## src/hdl/mprc_ram.sv

```systemverilog
// ----------------------------------------------------------------------------
// mprc_ram
// Generic simple dual-port RAM, one write and one registered read port.
// ----------------------------------------------------------------------------
module mprc_ram #(
  parameter int WIDTH = 16,
  parameter int DEPTH = 32,
  localparam int AW = (DEPTH > 1) ? $clog2(DEPTH) : 1
) (
  input  logic             clk,
  input  logic             we,
  input  logic [AW-1:0]    waddr,
  input  logic [WIDTH-1:0] wdata,
  input  logic [AW-1:0]    raddr,
  output logic [WIDTH-1:0] rdata
);

  logic [WIDTH-1:0] mem_r [DEPTH];
  logic [WIDTH-1:0] rdata_r;

  always_ff @(posedge clk) begin
    if (we) begin
      mem_r[waddr] <= wdata;
    end
    rdata_r <= mem_r[raddr];
  end

  assign rdata = rdata_r;

endmodule

```

## config.mk

```make
export PLATFORM = sky130hd
export DESIGN_NAME = mprc_ram
export DESIGN_NICKNAME = d
export VERILOG_FILES = /design/src/hdl/mprc_ram.sv
export SDC_FILE = /design/constraint.sdc
export NUM_CORES = 1
export LEC_CHECK = 0
export BUFFER_PORTS_ARGS = -buffer_cell sky130_fd_sc_hd__buf_2
export CAP_MARGIN = 20
export CORE_ASPECT_RATIO = 0.7
export CORE_MARGIN = 5
export CORE_UTILIZATION = 62
export CTS_CLUSTER_DIAMETER = 30
export DETAILED_ROUTE_END_ITERATION = 7
export PLACE_DENSITY = 0.76
export SYNTH_ARGS = -nofsm -noshare
export SYNTH_HDL_FRONTEND = slang
export SYNTH_SLANG_ARGS = --single-unit
```

## constraint.sdc

```tcl
create_clock -name clk -period 2.2 [get_ports clk]
set_input_delay 0.11 -clock clk [delete_from_list [all_inputs] [get_ports clk]]
set_output_delay 0.11 -clock clk [all_outputs]
set_load 0.02 [all_outputs]
```

==> results of run 1 <==
==> critical path: stages (launching register included) <==
cell      delay, ns
edfxtp_1       0.35
mux2i_1        0.21
a22o_1         0.19
nor3_1         0.08
a31oi_1        0.28
nand3_1        0.13
==> per-stage QoR <==
step                      power, mW  util (%)  hold WS, ns
after CTS                     23.76     73.08     0.006172
after global placement        12.54     65.87       0.5275
after floorplan               12.11         -       0.2089
final                         23.65     73.08      0.03081
after detailed placement      12.57     65.87       0.5295
after global routing          24.31     73.08      0.04699
==> state kept, by name, summed over array words and instances, names as in the netlist <==
signal,count
mem_r,512
rdata,16
==> Yosys cell counts <==
cell	instances	area, sq um
a21oi_1	32	160.2
a22o_1	32	280.3
a22oi_1	64	480.5
a31oi_1	16	100.1
and2_1	1	6.260
buf_12	5	100.1
buf_2	19	95.09
buf_4	19	142.6
buf_6	6	67.56
buf_8	6	90.09
clkbuf_1	12	45.04
dfxtp_1	16	320.3
edfxtp_1	512	15370
mux2i_1	256	2562
nand2_1	33	123.9
nand2b_1	2	12.51
nand3_1	34	170.2
nand3b_1	5	37.54
nand4_1	16	100.1
nor2_1	33	123.9
nor2_4	1	11.26
nor2b_1	2	12.51
nor3_1	16	80.08
or2_1	1	6.260
or3_1	1	6.260
or3b_2	3	26.28
==> cell type report <==
class / count / area [sq um] / area share, %
repair buffers: 105 / 828.3 / 3.490
multi-input cells: 548 / 4337 / 18.27
clock inverters: 35 / 460.4 / 1.940
clock buffers: 85 / 1882 / 7.928
flip-flops and latches: 528 / 15700 / 66.12
well taps: 427 / 534.3 / 2.251
==> worst max-delay path by stage <==
stage / slack (ns) / cells after the start / end
final: 0.82 / 5 / rdata[10]
after global routing: 0.75 / 5 / rdata[10]
after CTS: 0.80 / 1 / rdata[3]
after detailed placement: 0.38 / 7 / rdata[10]
after global placement: 0.38 / 7 / rdata[11]
after floorplan: 0.35 / 3 / mem_r[12][0]
==> logic make-up after synthesis <==
| kind of cell | count (synthesis) | share of synthesized area, % |
|---|---|---|
| AO/OA/AOI/OAI | 144 | 4.972 |
| AND/OR/NAND/NOR | 148 | 3.491 |
| buffers and inverters | 67 | 2.632 |
| flip-flops | 528 | 76.43 |
| multiplexers | 256 | 12.48 |
==> routing by layer <==
metal | share of wire, % | wire length [um]
met1 | 42 | 18910
met2 | 46 | 20950
met3 | 9.6 | 4344
met4 | 2.4 | 1109
met5 | 0.026 | 12
==> power breakdown <==
| group | total (mW) | leakage (nW) | switching, mW | internal [mW] |
|---|---|---|---|---|
| logic | 1.12 | 2.59 | 0.740 | 0.380 |
| clock network | 11.3 | 1.12 | 4.10 | 7.17 |
| registers | 11.3 | 4.75 | 0.0678 | 11.2 |
==> results.md, run 1 <==
- Layout cells sized above 1: 17.29%
- WS Path Type: reg -> reg
- Initial core utilization: 63.22%
- CP Launch Type: register
- GR peak layer: met1
- Commonest non-fill, non-tap cell in the layout: edfxtp_1
- M3 GR Usage: 5.203%
- FILL cells: 1846
- GP Congestion: 0.8235
- Fin cells: 1728
- Reg clk slew, reported paths: 0.05 ns
- Setup TNS Final: 0 ns
- Final Cycle Share: 62.86%
- Antenna viol nets, final: 0
- DR iter-0 viols: 1595
- GRT met2 Usage: 37.82%
- Final min period: 1.383 ns
- Post-DP HPWL: 26.73 mm
- Grt ovf: 0
- Clk Latency, worst-skew pair: 0.58 ns
- Placed Cells: 1608
- Synth cell types: 26
- Peak Freq: 0.7231 GHz
- HP Start: wdata[6]
- Most frequent cells in the layout: 512 x edfxtp_1, 256 x mux2i_1, 73 x clkbuf_16
- CP Capture Type: register
- Placed inst area: 21390 sq um
- Routed WL per cell: 26.23 um
- Clock Skews: 0.01457 ns
- Slew HR: 58.11%
- Antenna cells: 0
- Dpl ws: 0.3795 ns
- Worst vdd ir: 874.5 uV
- YS warnings: 0
- Met1 Track Usage GR: 38.26%
- Final setup vio count: 0
- Reg-to-reg critical path endpoint: rdata[10]
- Clock buffer count from CTS: 67
- Vias/cell: 6.366
- Core area: 32480 sq um
- Max Cap Viol: 0
- Synthesized area: 20540 sq um
- Status: finished, final reports clean
- Chip width: 227.5 um
- Mapped Nets: 1171
- Nets: 1278
- Die H: 162.3 um
- Critical Path Start: mem_r[1][10]
- Clock Tree Buf Depth: 3
- Final Cell Area: 23740 sq um
- Die area: 36920 sq um
- Slew Viols, Final: 0
- RSZ-0062 raised after global routing: false
- Level count of the clock H-tree: 3
- Avg Inst Size Synth: 17.97 sq um
- CP Max Fanout: 1
- Static leakage: 8.458 nW
- Global-route wire length before repair: 68.80 mm
- Hold_buf cts: 0
- Row cnt: 55
- Largest net degree at the start of global routing: 46
- Hold Crit Class: in -> reg
- CTS sink count: 528
- Pwr Density: 996.3 nW/um^2
- Required time of the critical path: 2.63 ns
- Antenna violations before repair: 1
- Worst Hold Path Cells: 1
- Worst Hold Path EP: mem_r[4][6]
- WP data arrival: 1.82 ns
- IO Pins: 44
- Post-cts resize count: 0
- CTS tree: built
- Via count: 11000
- Drt pass-1 iters: 5
- Register-to-Register Setup Slack: 0.82 ns
- Sequential fraction of the synthesis area: 76.43%
- Cells after Synth: 1143
- Port Buffers: 43
- Vias in the first global route: 10980
- Worst Reg-to-Reg Cells: 5
- Final hold viol count: 0
- Final setup margin: 0.8171 ns
- WL final: 45.33 mm
- Synthesized flop and latch total: 528
- Remaining DRCs: 0
- Area Overhead vs Synth: 15.59%
- Setup bufs post-CTS: 0
- Global Route Usage Sum: 25.25%
- Reg2reg start: mem_r[1][10]
- Clk root buf: clkbuf_16
- Worst slew pin tran: 0.6284 ns
Note: power is estimated with default switching activity, not from simulation.
==> run 2: changes to the inputs <==
- clock period: 2.2 -> 1.41 ns (I/O delays scaled with it)
==> run 2 against run 1 <==
Total power increased by 59%. Fmax decreased by 0.75%. First-iteration DRC count decreased by 15%. Non-clock buffer count increased by 76. Wire length increased by 6.7%. Combinational power increased by 87%. Via count increased by 4.5%. Critical endpoint is now rdata[14]. Global-route usage increased by 1.3 points. Flip-flop and latch count unchanged. Design area increased by 5.5%.
==> results.md, run 2 (synthesis results as in run 1) <==
- Status: finished, final reports clean
- Worst Hold Path Cells: 1
- FILL cells: 1688
- Final min period: 1.393 ns
- Core area: 32480 sq um
- Final setup vio count: 0
- Max Cap Viol: 0
- Critical path's slowest cell: edfxtp_1
- Routed WL per cell: 26.67 um
- IO Pins: 44
- Peak Freq: 0.7177 GHz
- CP Max Fanout: 1
- Nets: 1357
- Final Cell Area: 25040 sq um
- Fin cells: 1813
- Clock Tree Buf Depth: 3
- Layout cells sized above 1: 23.68%
- Commonest non-fill, non-tap cell in the layout: edfxtp_1
- WS Path Type: reg -> reg
- GP Congestion: 0.8341
- Clk root buf: clkbuf_16
- Row cnt: 55
- Worst-path cell chain: mux2i_2, a22o_1, nor3_1, a31oi_2, nand3_1
- CP Capture Type: register
- Placed inst area: 22570 sq um
- Drt pass-1 iters: 6
- Final setup margin: 0.01664 ns
- Post-DP HPWL: 29.59 mm
- Reg-to-reg critical path endpoint: rdata[14]
- Worst Reg-to-Reg Cells: 5
- Grt ovf: 0
- CP Launch Type: register
- Dpl ws: -0.2872 ns
- Reg2reg start: mem_r[6][14]
- Slew Viols, Final: 0
- Clock Skews: 0.01480 ns
- Worst slew pin tran: 0.6675 ns
- Slew HR: 55.50%
- Final Cycle Share: 98.82%
- Antenna violations before repair: 1
- RSZ-0062 raised after global routing: false
- WP data arrival: 1.82 ns
- Register-to-Register Setup Slack: 0.02 ns
- Crit-path max cell delay: 0.39 ns
- Antenna viol nets, final: 0
- Via count: 11490
- Pwr Density: 1501 nW/um^2
- Worst Hold Path EP: mem_r[21][8]
- Die H: 162.3 um
- Clk Latency, worst-skew pair: 0.56 ns
- Die area: 36920 sq um
- DR iter-0 viols: 1363
- Worst vdd ir: 1861 uV
- CTS tree: built
- Reg clk slew, reported paths: 0.06 ns
- Remaining DRCs: 0
- Global-route wire length before repair: 72.17 mm
- Post-layout util: 77.09%
- Vias in the first global route: 11660
- WL final: 48.35 mm
- Port Buffers: 43
- CTS sink count: 528
- Initial core utilization: 63.22%
- Max reg flops: 512
- Area Overhead vs Synth: 21.93%
- Vias/cell: 6.338
- Largest register by flop count: mem_r
- Level count of the clock H-tree: 3
- HP Start: wdata[8]
- Placed Cells: 1684
- Static leakage: 9.017 nW
- Setup bufs post-CTS: 0
- Most frequent cells in the layout: 512 x edfxtp_1, 254 x mux2i_1, 86 x buf_4
- Final hold viol count: 0
- Hold Crit Class: in -> reg
- Chip width: 227.5 um
- Largest net degree at the start of global routing: 33
- Global Route Usage Sum: 26.53%
- Required time of the critical path: 1.83 ns
- Clock buffer count from CTS: 70
-- run 2: cell count changes in the layout (fill, tap and decap cells not counted), sizes merged --
| cell | delta |
|---|---|
| inv | +3 |
| diode | +1 |
| clkbuf | -5 |
| buf | +76 |
| bufinv | +2 |
| clkinvlp | +1 |
| clkinv | +7 |
-- run 2: final cells by class --
type                       instances  area (sq um)  area share [%]
multi-input combinational        548          4501           17.97
tap                              427         534.3           2.134
clock buffer                      80          1810           7.230
antenna                            1         2.502        0.009993
timing repair buffer             181          1912           7.635
sequential                       528         15700           62.68
clock inverter                    48         585.6           2.338
-- run 2: worst max-delay path, delay by kind of cell (launching register included) --
family          cells  cell delay [ns]
mux                 1             0.20
simple gates        2             0.21
compound gates      2             0.45
flops               1             0.39
-- run 2: stage by stage --
step	hold slack, ns	power, mW	setup TNS, ns
global route	0.03036	38.63	0
global placement	0.4869	19.82	-8.983
detailed placement	0.4875	19.87	-14.15
CTS	0.006427	37.68	0
finish	0.02794	37.60	0
floorplan	0.1694	18.91	-50.39
-- run 2: how the worst max path moves through the flow --
| stage | start | end | slack (ns) | cells after the start |
|---|---|---|---|---|
| 6_report | mem_r[6][14] | rdata[14] | 0.02 | 5 |
| 5_1_grt | mem_r[1][10] | rdata[10] | 0.0009 | 6 |
| 4_1_cts | mem_r[1][4] | rdata[4] | 0.0007 | 5 |
| 3_5_place_dp | raddr[0] | rdata[14] | -0.29 | 7 |
| 3_3_place_gp | raddr[0] | rdata[14] | -0.29 | 7 |
| 2_1_floorplan | waddr[3] | mem_r[1][0] | -0.23 | 2 |
-- run 2: layer usage --
layer | vias to the layer above | global-route usage [%] | routed length, um
met5 | - | 0 | 0
met4 | 0 | 8.449 | 1378
met3 | 104 | 5.836 | 4490
met2 | 620 | 39.73 | 22270
met1 | 5806 | 39.69 | 20210
li1 | 4961 | - | -
-- run 2: repair_timing --
item | in CTS | in global routing
pin swaps | 3 | 4
hold buffers | 0 | 0
endpoints found under the setup margin | 3 | 8
gates resized for setup | 4 | 9
-- run 2: report_power, final --
part	switching, mW	internal [mW]
clock	6.62	11.3
combinational	1.29	0.801
sequential	0.0722	17.5
