## src/hdl/mprc_pkg.sv

```systemverilog
// ----------------------------------------------------------------------------
// mprc_pkg
// Shared types, constants and helpers of the multiset permutation rank codec.
// ----------------------------------------------------------------------------
package mprc_pkg;

  localparam int MAX_DIM    = 32;
  localparam int MAX_VALUES = 4;
  localparam int VALUE_BITS = 16;
  localparam int CODE_W     = 64;
  localparam int DIM_W      = 6;
  localparam int CNT_W      = 6;
  localparam int VLEN_W     = 6;
  localparam int VCNT_W     = 3;
  localparam int CTAB_W     = 24;
  localparam int POS_W      = $clog2(MAX_DIM);
  localparam int VSEL_W     = $clog2(MAX_VALUES);
  localparam int JW         = $clog2(MAX_VALUES + 1);
  localparam int BIN_ROWS   = MAX_DIM + 1;
  localparam int BIN_DEPTH  = BIN_ROWS * BIN_ROWS;
  localparam int BIN_AW     = $clog2(BIN_DEPTH);
  localparam int CFG_IDX_W  = 2;

  typedef enum logic [CFG_IDX_W-1:0] {
    REG_VECTOR_LENGTH,
    REG_VALUE_COUNT,
    REG_VALUE_TABLE,
    REG_COUNT_TABLE
  } cfg_reg_t;

  typedef struct packed {
    logic [VLEN_W-1:0] vector_length;
    logic [VCNT_W-1:0] value_count;
    logic [CODE_W-1:0] value_table;
    logic [CTAB_W-1:0] count_table;
  } cfg_t;

  typedef struct packed {
    logic                         op;
    logic signed [VALUE_BITS-1:0] element_value;
    logic                         element_last;
    logic [CODE_W-1:0]            code_in;
  } in_t;

  typedef struct packed {
    logic                         result_kind;
    logic [CODE_W-1:0]            code_out;
    logic signed [VALUE_BITS-1:0] value_out;
    logic [POS_W-1:0]             position;
    logic                         last;
    logic                         mismatch;
  } out_t;

  typedef struct packed {
    logic              is_dec;
    logic [CODE_W-1:0] code;
    logic              mis;
  } cmd_t;

  typedef struct packed {
    logic                  we;
    logic [POS_W-1:0]      addr;
    logic [VALUE_BITS-1:0] data;
  } st_wr_t;

  typedef struct packed {
    logic              we;
    logic [BIN_AW-1:0] addr;
    logic [CODE_W-1:0] data;
  } bin_wr_t;

  typedef enum logic [4:0] {
    S_P_RD, S_P_WR, S_IDLE, S_VAL,
    S_E_RD, S_E_CMP, S_E_ADD, S_E_END, S_E_BRD, S_E_BLD, S_E_FIN,
    S_M0, S_M1, S_M2, S_M3,
    S_D_DIV0, S_D_DIV, S_SD_RD, S_SD_CMP, S_D_SCAN, S_D_NEXT, S_D_FIN,
    S_OUT
  } bstate_t;

  function automatic logic [DIM_W-1:0] get_dim(input cfg_t c);
    return (c.vector_length > VLEN_W'(MAX_DIM)) ? DIM_W'(MAX_DIM) : c.vector_length;
  endfunction

  function automatic logic [JW-1:0] get_nvals(input cfg_t c);
    return (c.value_count > VCNT_W'(MAX_VALUES)) ? JW'(MAX_VALUES) : JW'(c.value_count);
  endfunction

  function automatic logic [VALUE_BITS-1:0] tbl_value(input cfg_t c,
                                                      input logic [VSEL_W-1:0] j);
    return c.value_table[j*VALUE_BITS +: VALUE_BITS];
  endfunction

  function automatic logic [CNT_W-1:0] tbl_count(input cfg_t c,
                                                 input logic [VSEL_W-1:0] j);
    return c.count_table[j*CNT_W +: CNT_W];
  endfunction

  function automatic logic bin_oob(input logic [DIM_W-1:0] n,
                                   input logic [CNT_W-1:0] k);
    return (n > DIM_W'(MAX_DIM)) || (k > CNT_W'(MAX_DIM));
  endfunction

  function automatic logic [BIN_AW-1:0] bin_addr(input logic [DIM_W-1:0] n,
                                                 input logic [CNT_W-1:0] k);
    return BIN_AW'(n) * BIN_AW'(BIN_ROWS) + BIN_AW'(k);
  endfunction

  function automatic logic [MAX_DIM-1:0] full_mask(input logic [DIM_W-1:0] dim);
    logic [MAX_DIM-1:0] m;
    for (int i = 0; i < MAX_DIM; i++) begin
      m[i] = (DIM_W'(i) < dim);
    end
    return m;
  endfunction

endpackage

```

## src/hdl/mprc_front.sv

```systemverilog
// ----------------------------------------------------------------------------
// mprc_front
// Input side: config registers, element loading and the command queue.
// ----------------------------------------------------------------------------
module mprc_front import mprc_pkg::*; (
  input  logic                 clk,
  input  logic                 rst_n,
  input  logic                 in_valid,
  output logic                 in_stall,
  input  in_t                  in_data,
  input  logic                 cfg_we,
  input  logic [CFG_IDX_W-1:0] cfg_index,
  input  logic [CODE_W-1:0]    cfg_wdata,
  output cfg_t                 cfg,
  output st_wr_t               st_wr,
  output logic                 cmd_valid,
  output cmd_t                 cmd,
  input  logic                 cmd_pop,
  input  logic                 back_busy
);

  cfg_t             cfg_r, cfg_nxt;
  logic [DIM_W-1:0] lidx_r, lidx_nxt;
  logic             lmis_r, lmis_nxt;
  cmd_t             q0_r, q0_nxt, q1_r, q1_nxt;
  logic [1:0]       qcnt_r, qcnt_nxt;

  logic             acc, load, wr_ok, push, pop, lmis_new;
  logic [DIM_W-1:0] dim, lidx_inc;
  cmd_t             new_cmd;

  assign dim = get_dim(cfg_r);

  // loads wait until the back end has finished with the store
  assign in_stall = in_data.op ? (qcnt_r == 2'd2) : ((qcnt_r != 2'd0) || back_busy);
  assign acc      = in_valid && !in_stall;
  assign load     = acc && !in_data.op;
  assign wr_ok    = lidx_r < dim;
  assign lidx_inc = (lidx_r == {DIM_W{1'b1}}) ? lidx_r : lidx_r + DIM_W'(1);
  assign lmis_new = lmis_r || (load && !wr_ok);
  assign push     = acc && (in_data.op || in_data.element_last);
  assign pop      = cmd_pop && (qcnt_r != 2'd0);

  assign st_wr.we   = load && wr_ok;
  assign st_wr.addr = lidx_r[POS_W-1:0];
  assign st_wr.data = in_data.element_value;

  always_comb begin
    new_cmd.is_dec = in_data.op;
    new_cmd.code   = in_data.code_in;
    new_cmd.mis    = !in_data.op && (lmis_new || (lidx_inc != dim));
  end

  always_comb begin
    cfg_nxt = cfg_r;
    if (cfg_we) begin
      unique case (cfg_reg_t'(cfg_index))
        REG_VECTOR_LENGTH: cfg_nxt.vector_length = cfg_wdata[VLEN_W-1:0];
        REG_VALUE_COUNT:   cfg_nxt.value_count   = cfg_wdata[VCNT_W-1:0];
        REG_VALUE_TABLE:   cfg_nxt.value_table   = cfg_wdata;
        REG_COUNT_TABLE:   cfg_nxt.count_table   = cfg_wdata[CTAB_W-1:0];
      endcase
    end
  end

  always_comb begin
    lidx_nxt = lidx_r;
    lmis_nxt = lmis_r;
    if (load) begin
      lidx_nxt = in_data.element_last ? '0 : lidx_inc;
      lmis_nxt = in_data.element_last ? 1'b0 : lmis_new;
    end
  end

  always_comb begin
    q0_nxt   = q0_r;
    q1_nxt   = q1_r;
    qcnt_nxt = qcnt_r;
    priority if (push && pop) begin
      if (qcnt_r == 2'd1) begin
        q0_nxt = new_cmd;
      end else begin
        q0_nxt = q1_r;
        q1_nxt = new_cmd;
      end
    end else if (push) begin
      if (qcnt_r == 2'd0) begin
        q0_nxt = new_cmd;
      end else begin
        q1_nxt = new_cmd;
      end
      qcnt_nxt = qcnt_r + 2'd1;
    end else if (pop) begin
      q0_nxt   = q1_r;
      qcnt_nxt = qcnt_r - 2'd1;
    end
  end

  always_ff @(posedge clk) begin
    if (!rst_n) begin
      cfg_r.vector_length <= VLEN_W'(MAX_DIM);
      cfg_r.value_count   <= VCNT_W'(1);
      cfg_r.value_table   <= '0;
      cfg_r.count_table   <= CTAB_W'(MAX_DIM);
      lidx_r              <= '0;
      lmis_r              <= 1'b0;
      qcnt_r              <= '0;
    end else begin
      cfg_r  <= cfg_nxt;
      lidx_r <= lidx_nxt;
      lmis_r <= lmis_nxt;
      qcnt_r <= qcnt_nxt;
    end
  end

  always_ff @(posedge clk) begin
    q0_r <= q0_nxt;
    q1_r <= q1_nxt;
  end

  assign cfg       = cfg_r;
  assign cmd_valid = (qcnt_r != 2'd0);
  assign cmd       = q0_r;

endmodule

```

## config.mk

```make
export PLATFORM = sky130hd
export DESIGN_NAME = mprc_front
export DESIGN_NICKNAME = d
export VERILOG_FILES = /design/src/hdl/mprc_pkg.sv /design/src/hdl/mprc_front.sv
export SDC_FILE = /design/constraint.sdc
export NUM_CORES = 1
export LEC_CHECK = 0
export ABC_AREA = 1
export BUFFER_PORTS_ARGS = -buffer_cell sky130_fd_sc_hd__clkbuf_2
export CAP_MARGIN = 10
export CORE_AREA = 3 3 150 152
export DETAILED_ROUTE_END_ITERATION = 8
export DIE_AREA = 0 0 153 155
export GPL_TIMING_DRIVEN = 0
export PLACE_DENSITY = 0.83
export SETUP_SLACK_MARGIN = 0.4
export SKIP_LAST_GASP = 1
export SYNTH_ARGS = -nofsm -noshare
export SYNTH_HDL_FRONTEND = slang
export SYNTH_SLANG_ARGS = --single-unit
```

## constraint.sdc

```tcl
create_clock -name clk -period 7.1 [get_ports clk]
set_input_delay 1.065 -clock clk [delete_from_list [all_inputs] [get_ports clk]]
set_output_delay 1.065 -clock clk [all_outputs]
set_load 0.02 [all_outputs]
```

==> metrics.txt <==
outcome=completed; met3 WL=2640 um; drt wl/cell=15.9 um; DP HPWL=19500 um; RSZ-0062 raised after global routing=no; critical path's most frequent cell=nor2_1; top-count cell post-synth=nand2_1; Crit path largest cell delay=0.27 ns; post-route minimum period=3.30 ns; Top Metal Used=met4; metal2 WL=12500 um; Avg Cell Area, Syn=9.83 um^2; ys async rst share=0; Worst R2R Path Depth=11; Data arrival, critical path=2.24 ns; Hold Violations, Final=0; Slowest cell on crit path=nor2_1; Max Cap Viol=0; Final Routed Wirelength=25300 um; TritonCTS Buffers=25; fillers=1734; nets@finish=1462; leakage=5.47 nW; vias in the first global route=7685; synth top area cells=edfxtp_1, dfxtp_1, nand2_1; DP Cell Count=1546; Total GRT Usage=0.203; share of layout cells above drive strength 1=0.311; Worst path top cell family by delay=simple AND/OR/NAND/NOR gates; design area=12100 um^2; Startpoint Class=primary input; post-cts hold buffer count=0; area of the multi-input gates=2480 um^2; Core ar.=21200 um^2; syn nets=1109; synthesized instance count=945; setup bufs post-CTS=0; Slew @ Worst Pin=0.946 ns; P&R area growth vs syn=30.4%; first-pass GRT wire length=39300 um; Worst Setup End Kind=primary output; worst hold slack=0.445 ns; final setup violation count=0; crit-path cells=clkbuf_2 -> nor2_1 -> nand2_1 -> nor2_1 -> inv_1 -> nor2_1 -> clkbuf_2; Slew Limit Fails=0; Iteration-0 DRC Markers=352; # resized after CTS=0; die area=23700 um^2; Synthesis Warnings=0; initial core utilization=0.439; Hold Path Depth=2; Clock Latency Late Sink=0.51 ns; Worst EP required=6.03 ns; Peak Freq=303 MHz; htree depth=1; Pwr Density=330 nW/um^2; Final ANT Viol Nets=0; Tot Pwr=4.00 mW; Pre-Repair DR Iteration Count=5; Cell Count, Final, Fillers Out=1590; I/O Buffers=323; gpl congestion=0.937; top cells by count, synth=nand2_1, edfxtp_1, dfxtp_1, a21oi_1, inv_1; largest area contributor in the netlist=edfxtp_1; Setup CP Type=primary input to primary output; vias=7781; Std-Cell Rows=53; Worst Clk Skew=0.0106 ns; final period utilization=0.465; CTS tree=built; placed inst area=11300 um^2; Die W=153 um; Setup WS pre-CTS=3.30 ns; I/O pins=341; GR Overflow Total=0; Sink Count=238; Remaining DRCs=0; CP Max Fanout=8; CP Buf/Inv Count=3; sequential-to-total area share from yosys stat=0.655; post-synthesis cell area=9290 um^2; Sequential Area=6090 um^2; Final WS setup=3.80 ns; met1 WL=9440 um; Post-synth top flop=edfxtp_1; peak supply drop=0.164 mV; largest net degree at the start of global routing=35; Worst-path clk slew=0.06 ns; register bit total from synthesis=238; number of diodes=0; Hold WC Path Type=register to register; CP Depth=7; post-synth top area share=0.427; post-DR vias/cell=4.89; initial antenna violation count=0; Die Height=155 um; root buffer cell=clkbuf_16; count of flip-flops with a built-in enable after synthesis=132; worst relative slew slack=0.368; fin util=0.572; Bufs on Longest Clock Path=3; setup TNS=0 ns; library cells used by synthesis=31
-- cell type report --
cell class / count / area share
repair buffers: 326 / 0.140
plain buffers: 64 / 0.0309
multi-input cells: 546 / 0.205
well taps: 275 / 0.0284
inverters: 97 / 0.0301
clock inverters: 9 / 0.00506
flip-flops and latches: 238 / 0.503
clock buffers: 35 / 0.0584
-- cell families (layout without fill, tap and decap cells) --
| logic type | after synthesis | after routing | synth area share |
|---|---|---|---|
| fa+ha+maj | 10 | 10 | 0.0135 |
| flops | 238 | 238 | 0.655 |
| simple gates | 349 | 349 | 0.146 |
| xor+xnor | 5 | 5 | 0.00472 |
| buf+inv | 161 | 531 | 0.0795 |
| compound gates | 182 | 182 | 0.101 |
-- per-layer routing --
layer  up-vias  GRT usage
met3        49     0.0673
met2       380      0.366
li1       3785          -
met1      3567      0.231
met5         -          0
met4         0     0.0598
-- cells in the final DEF (no fill, tap or decap), types with 3 or more instances in the layout --
| master | count |
|---|---|
| a21oi_1 | 100 |
| buf_2 | 5 |
| buf_4 | 22 |
| buf_6 | 6 |
| clkbuf_1 | 32 |
| clkbuf_16 | 25 |
| clkbuf_2 | 326 |
| clkbuf_8 | 4 |
| clkinv_2 | 4 |
| dfxtp_1 | 106 |
| edfxtp_1 | 132 |
| ha_1 | 10 |
| inv_1 | 95 |
| inv_6 | 3 |
| nand2_1 | 298 |
| nand3_1 | 20 |
| nor2_1 | 23 |
| o21ai_0 | 73 |
| xor2_1 | 3 |
-- tightest hold or removal path: cells and delay by family (launching register included) --
| kind | cells | cell delay, ns |
|---|---|---|
| flip-flops | 1 | 0.31 |
| buffers and inverters | 1 | 0.05 |
| AO/OA/AOI/OAI | 1 | 0.05 |
-- power breakdown --
part / switching (mW) / internal [mW] / leakage [nW] / total, mW
logic: 0.657 / 0.297 / 2.99 / 0.954
registers: 0.0711 / 1.76 / 2.09 / 1.83
clock network: 0.514 / 0.698 / 0.391 / 1.21
-- state kept, by name (all words and copies together), names as in the netlist --
register / count
lmis_r: 1
cmd: 66
qcnt_r: 2
cfg: 97
lidx_r: 6
q1_r: 66
-- path summary, 6_finish.rpt --
check	slack, ns	to	start
worst min-delay path	0.45	cfg[56]$_SDFFE_PN0P_	cfg[56]$_SDFFE_PN0P_
worst max register to register	3.96	q1_r[7]$_DFFE_PP_	qcnt_r[0]$_SDFFE_PN0P_
worst min register to register	0.45	cfg[56]$_SDFFE_PN0P_	cfg[56]$_SDFFE_PN0P_
worst max-delay path	3.80	st_wr[21]	in_data[81]
Power figures use the tool's default switching activity.
